==> config.mk <==
export PLATFORM = sky130hd
export DESIGN_NAME = lwsp_ctrl
export DESIGN_NICKNAME = d
export VERILOG_FILES = /design/src/sv/lwsp_pkg.sv /design/src/sv/lwsp_ctrl.sv
export SDC_FILE = /design/constraint.sdc
export NUM_CORES = 1
export LEC_CHECK = 0
export ABC_AREA = 1
export BUFFER_PORTS_ARGS = -buffer_cell sky130_fd_sc_hd__buf_2
export CAP_MARGIN = 20
export CORE_ASPECT_RATIO = 0.8
export CORE_UTILIZATION = 25
export DETAILED_ROUTE_END_ITERATION = 16
export PLACE_DENSITY = 0.56
export SYNTH_ARGS = -nofsm -noshare
export SYNTH_HDL_FRONTEND = slang
export SYNTH_SLANG_ARGS = --single-unit
==> constraint.sdc <==
create_clock -name clock -period 1.22 [get_ports clock]
set_clock_uncertainty 0.05 [all_clocks]
set_input_delay 0.061 -clock clock [delete_from_list [all_inputs] [get_ports clock]]
set_output_delay 0.061 -clock clock [all_outputs]
set_load 0.03 [all_outputs]
==> src/sv/lwsp_pkg.sv <==
// ----------------------------------------------------------------------------
// lwsp_pkg
// Types and constants shared by the level window shortest path block.
// ----------------------------------------------------------------------------
`default_nettype none

package lwsp_pkg;

   // request kinds
   localparam logic [1:0] KIND_NODE  = 2'd0;
   localparam logic [1:0] KIND_EDGE  = 2'd1;
   localparam logic [1:0] KIND_SOLVE = 2'd2;
   localparam logic [1:0] KIND_CLEAR = 2'd3;

   // configuration register indexes
   localparam logic CSR_LEVEL_GAP  = 1'b0;
   localparam logic CSR_NODE_COUNT = 1'b1;

   localparam logic [31:0] DIST_INF = 32'hFFFF_FFFF;

   typedef struct packed {
      logic [1:0]  req_type;
      logic [6:0]  node_index;
      logic [6:0]  from_node;
      logic [15:0] node_level;
      logic [15:0] cost;
   } req_payload_type;

   typedef struct packed {
      logic [31:0] min_cost;
      logic        overflow;
   } rsp_payload_type;

   typedef enum logic [3:0] {
      ST_IDLE, ST_L1RD, ST_L1CAP, ST_WRD, ST_WCHK, ST_INIT, ST_SCAN, ST_SCANEND,
      ST_PICK, ST_ERD, ST_ETGT, ST_EUPD, ST_RRD, ST_RCAP, ST_WNEXT, ST_DONE
   } state_type;

   // controller to datapath
   typedef struct packed {
      logic load;
      logic best_init;
      logic lvl_rd_one;
      logic l1_cap;
      logic lvl_rd_win;
      logic win_start;
      logic init_wr;
      logic scan_rd;
      logic settle;
      logic edge_rd;
      logic edge_look;
      logic edge_upd;
      logic res_rd;
      logic res_cap;
      logic win_next;
      logic rsp_load;
   } cmd_type;

   // datapath to controller
   typedef struct packed {
      logic is_solve;
      logic lim_zero;
      logic win_ok;
      logic cnt_last;
      logic found;
      logic edge_none;
      logic edge_last;
      logic win_last;
      logic rsp_free;
   } status_type;

endpackage

`default_nettype wire

==> src/sv/lwsp_ctrl.sv <==
// ----------------------------------------------------------------------------
// lwsp_ctrl
// Sequencer for loading, window search and result hand-off.
// ----------------------------------------------------------------------------
`default_nettype none

module lwsp_ctrl (
   input  wire                    clock,
   input  wire                    reset,
   input  wire                    req_valid,
   output logic                   req_stall,
   input  wire lwsp_pkg::status_type status,
   output lwsp_pkg::cmd_type      cmd
);

   lwsp_pkg::state_type state_ff, state_in;

   // state register
   always_ff @(posedge clock) begin
      if (reset) begin
         state_ff <= lwsp_pkg::ST_IDLE;
      end else begin
         state_ff <= state_in;
      end
   end

   // next state
   always_comb begin
      state_in = state_ff;
      case (state_ff)
         lwsp_pkg::ST_IDLE: begin
            if (req_valid && status.is_solve) state_in = lwsp_pkg::ST_L1RD;
         end
         lwsp_pkg::ST_L1RD: begin
            state_in = status.lim_zero ? lwsp_pkg::ST_DONE : lwsp_pkg::ST_L1CAP;
         end
         lwsp_pkg::ST_L1CAP: state_in = lwsp_pkg::ST_WRD;
         lwsp_pkg::ST_WRD:   state_in = lwsp_pkg::ST_WCHK;
         lwsp_pkg::ST_WCHK: begin
            state_in = status.win_ok ? lwsp_pkg::ST_INIT : lwsp_pkg::ST_WNEXT;
         end
         lwsp_pkg::ST_INIT: begin
            if (status.cnt_last) state_in = lwsp_pkg::ST_SCAN;
         end
         lwsp_pkg::ST_SCAN: begin
            if (status.cnt_last) state_in = lwsp_pkg::ST_SCANEND;
         end
         lwsp_pkg::ST_SCANEND: state_in = lwsp_pkg::ST_PICK;
         lwsp_pkg::ST_PICK: begin
            if (!status.found) state_in = lwsp_pkg::ST_RRD;
            else if (status.edge_none) state_in = lwsp_pkg::ST_SCAN;
            else state_in = lwsp_pkg::ST_ERD;
         end
         lwsp_pkg::ST_ERD:  state_in = lwsp_pkg::ST_ETGT;
         lwsp_pkg::ST_ETGT: state_in = lwsp_pkg::ST_EUPD;
         lwsp_pkg::ST_EUPD: begin
            state_in = status.edge_last ? lwsp_pkg::ST_SCAN : lwsp_pkg::ST_ERD;
         end
         lwsp_pkg::ST_RRD:  state_in = lwsp_pkg::ST_RCAP;
         lwsp_pkg::ST_RCAP: state_in = lwsp_pkg::ST_WNEXT;
         lwsp_pkg::ST_WNEXT: begin
            state_in = status.win_last ? lwsp_pkg::ST_DONE : lwsp_pkg::ST_WRD;
         end
         lwsp_pkg::ST_DONE: begin
            if (status.rsp_free) state_in = lwsp_pkg::ST_IDLE;
         end
         default: state_in = lwsp_pkg::ST_IDLE;
      endcase
   end

   // commands
   always_comb begin
      cmd = '0;
      req_stall = 1'b1;
      case (state_ff)
         lwsp_pkg::ST_IDLE: begin
            req_stall = 1'b0;
            cmd.load  = req_valid;
         end
         lwsp_pkg::ST_L1RD: begin
            cmd.lvl_rd_one = 1'b1;
            cmd.best_init  = 1'b1;
         end
         lwsp_pkg::ST_L1CAP: cmd.l1_cap = 1'b1;
         lwsp_pkg::ST_WRD:   cmd.lvl_rd_win = 1'b1;
         lwsp_pkg::ST_WCHK:  cmd.win_start = status.win_ok;
         lwsp_pkg::ST_INIT:  cmd.init_wr = 1'b1;
         lwsp_pkg::ST_SCAN:  cmd.scan_rd = 1'b1;
         lwsp_pkg::ST_PICK:  cmd.settle = status.found;
         lwsp_pkg::ST_ERD:   cmd.edge_rd = 1'b1;
         lwsp_pkg::ST_ETGT:  cmd.edge_look = 1'b1;
         lwsp_pkg::ST_EUPD:  cmd.edge_upd = 1'b1;
         lwsp_pkg::ST_RRD:   cmd.res_rd = 1'b1;
         lwsp_pkg::ST_RCAP:  cmd.res_cap = 1'b1;
         lwsp_pkg::ST_WNEXT: cmd.win_next = !status.win_last;
         lwsp_pkg::ST_DONE:  cmd.rsp_load = status.rsp_free;
         default: cmd = '0;
      endcase
   end

endmodule

`default_nettype wire

==> results.sh <==
export IMPL_vias=864
export IMPL_cts_buffer_depth=2
export IMPL_overflow=0
export IMPL_path_buf_inv=3
export IMPL_path_cells="inv_2 -> nand2_2 -> nor2_4 -> buf_6 -> buf_4 -> nand2_2 -> nand2_2 -> o21ai_1 -> a21oi_1"
export IMPL_grt_antenna_before_repair=0
export IMPL_outcome="complete, but fails checks"
export IMPL_drt_first_pass_iters=4
export IMPL_clkPwrFrac=0.052
export IMPL_synth_top_area_cell="nand2_1"
export IMPL_drt_iter0_markers=27
export IMPL_syn_avg_cell_area_um2=4.69
export IMPL_start_util=0.275
export IMPL_slew_headroom=0.889
export IMPL_netlist_instances=115
export IMPL_crit_path_frequent_cell="nand2_2"
export IMPL_reg2reg_slack_ps=-100
export IMPL_syn_nets=127
export IMPL_drv_cap=0
export IMPL_p_comb_frac=0.808
export IMPL_root_buffer="clkbuf_4"
export IMPL_path_class="reg2reg"
export IMPL_row_count=14
export IMPL_period_share=1.08
export IMPL_crit_arrival_ps=1380
export IMPL_fp_coreArea_um2=1960
export IMPL_synth_top_area_share=0.244
export IMPL_async_flop_share=0
export IMPL_rsz0062_at_grt="yes"
export IMPL_yosys_top_cells_area="nand2_1, inv_1, dfxtp_1"
export IMPL_track_usage=0.165
export IMPL_timing_fmax_mhz=760
export IMPL_crit_path_max_fanout=6
export IMPL_globalplace_congestion=0.859
export IMPL_total_power_mw=2.95
export IMPL_post_route_drc_count=0
export IMPL_path_clk_slew_ps=40
export IMPL_vdd_ir_drop_max_mv=1.76
export IMPL_largest_register_ffs=4
export IMPL_hp_start="status[5]"
export IMPL_grt_first_pass_wirelength_um=2840
export IMPL_final_antenna_net_count=0
export IMPL_drt_wirelength_per_cell_um=11.4
export IMPL_placed_area_um2=795
export IMPL_cts_num_sinks=4
export IMPL_die_h_um=43.5
export IMPL_synth_distinct_cells=15
export IMPL_yosys_warnings=0
export IMPL_num_antenna_cells=0
export IMPL_grt_pass1_vias=723
export IMPL_final_hold_viol_count=0
export IMPL_crit_family="flip-flops"
export IMPL_synthFlopType="dfxtp_1"
export IMPL_area_growth_pct=128
export IMPL_layout_setup_ws_ps=-95.4
export IMPL_numCtsBuffers=3
export IMPL_cts_htree_levels=1
export IMPL_startpoint="state_ff[2]$_SDFFE_PP0P_"
export IMPL_dieArea_um2=2350
export IMPL_fin_tns_setup_ps=-883
export IMPL_r2r_start="state_ff[2]$_SDFFE_PP0P_"
export IMPL_synth_edff_count=0
export IMPL_worstPathRequired_ps=1280
export IMPL_cts_tree="yes"
export IMPL_finalWirelength_um=2140
export IMPL_max_stage_delay_ps=430
export IMPL_drv_slew=0
export IMPL_power_density_nw_per_um2=2400
export IMPL_netlist_top_cells_count="nand2_1, inv_1, nor2_1"
export IMPL_place_hpwl_um=1440
export IMPL_die_w_um=53.9
export IMPL_yosysMostFrequentCell="nand2_1"
export IMPL_fin_area_um2=1230
export IMPL_vias_per_cell=4.62
export IMPL_syn_area_um2=539
export IMPL_p_sw_mw=1.60
export IMPL_p_int_mw=1.36
export IMPL_power_frac_seq=0.140
export IMPL_final_core_util=0.626
export IMPL_cp_start_kind="flop"
export IMPL_fillers=168
export IMPL_nets=177
export IMPL_regMostFlops="state_ff"
export IMPL_ys_seq_elements=4
export IMPL_hp_class="in2reg"
export IMPL_largestRegisters="state_ff (4)"
export IMPL_grt_max_degree=8
export IMPL_layout_drive_gt1_share=0.650
export IMPL_slowest_stage="dfxtp_4"
export IMPL_p_sw_frac=0.540
export IMPL_clkLatencyLatePin_ps=220
export IMPL_ys_seq_area_frac=0.148
export IMPL_critPathCaptureType="flop"
export IMPL_io_pins=29
export IMPL_violations="negative setup slack"
export IMPL_fin_crit_ps=1320
export IMPL_portBuffers=28
export IMPL_finalSetupViolCount=19
export IMPL_p_leak_nw=0.734
export IMPL_worst_pin_slew_ps=166
[metrics by stage]
stage                     setup WS (ps)  hold slack, ps  instances
final                             -95.4            90.3        187
after global routing               -146             125        187
after CTS                         -53.7            86.0        186
after detailed placement           -115             229        177
after global placement             -139             223        177
after floorplan                   -93.3            80.1        115
[cell usage in the layout, fill, tap and decap left out]
cell type / synthesis / final
buf_6: 0 / 23
inv_1: 31 / 20
nand2_1: 35 / 17
nand2_2: 0 / 12
nor2_4: 0 / 11
buf_2: 0 / 11
buf_4: 1 / 11
inv_2: 1 / 7
nor2_1: 21 / 7
nand3_1: 10 / 6
nand2_4: 0 / 5
nand3_2: 1 / 5
inv_4: 0 / 4
nor2_2: 1 / 4
dfxtp_4: 0 / 4
clkbuf_4: 0 / 3
nor3_2: 0 / 2
o21ai_0: 2 / 2
a21oi_1: 3 / 2
inv_6: 0 / 1
nand2_8: 0 / 1
o21ai_1: 1 / 1
nand4_1: 1 / 1
o21ai_2: 1 / 1
a21oi_2: 0 / 1
dlygate4sd3_1: 0 / 1
[final cells by class]
type	count	area, um2	area share
inverters	32	135	0.110
clock buffers	3	22.5	0.0183
repair buffers	46	407	0.331
flip-flops and latches	4	95.1	0.0774
well taps	24	30.0	0.0244
multi-input cells	78	539	0.439
[cells by family after synthesis]
| group | synth area share |
|---|---|
| AO/OA/AOI/OAI | 0.0719 |
| AND/OR/NAND/NOR | 0.543 |
| buffers and inverters | 0.237 |
| flip-flops | 0.148 |
[routing by layer]
metal	wire length, um	global-route usage	vias up
li1	-	-	438
met1	881	0.208	370
met2	1040	0.291	54
met3	212	0.0211	2
met4	8	0.0421	0
met5	0	0	-
[worst paths after layout]
path                                                 end  cells past startpoint
worst max-delay path            state_ff[1]$_SDFFE_PP0P_                      9
worst min-delay path            state_ff[1]$_SDFFE_PP0P_                      4
worst max register to register  state_ff[1]$_SDFFE_PP0P_                      9
worst min register to register  state_ff[2]$_SDFFE_PP0P_                      2
[worst register-to-register path, cell delays in order (launching register included)]
cell     delay, ps
dfxtp_4        430
inv_2           60
nand2_2         90
nor2_4          60
buf_6          100
buf_4          120
nand2_2         60
nand2_2         50
o21ai_1        120
a21oi_1         70
[power groups by stage]
stage                     clock network, mW  logic [mW]  registers [mW]
final                                 0.154        2.39           0.412
after global routing                  0.169        2.53           0.421
after CTS                             0.164        1.95           0.349
after detailed placement                  0        1.48           0.272
after global placement                    0        1.48           0.273
after floorplan                           0        1.01           0.247
[timing repair]
action                                  in CTS  in global routing
resized for setup                           73                 47
endpoints found under the setup margin      21                 21
pin swaps                                    8                 12
hold buffers                                 1                  0
buffers inserted                             5                  1
endpoints found under the hold margin        2                  0
Power figures use the tool's default switching activity.
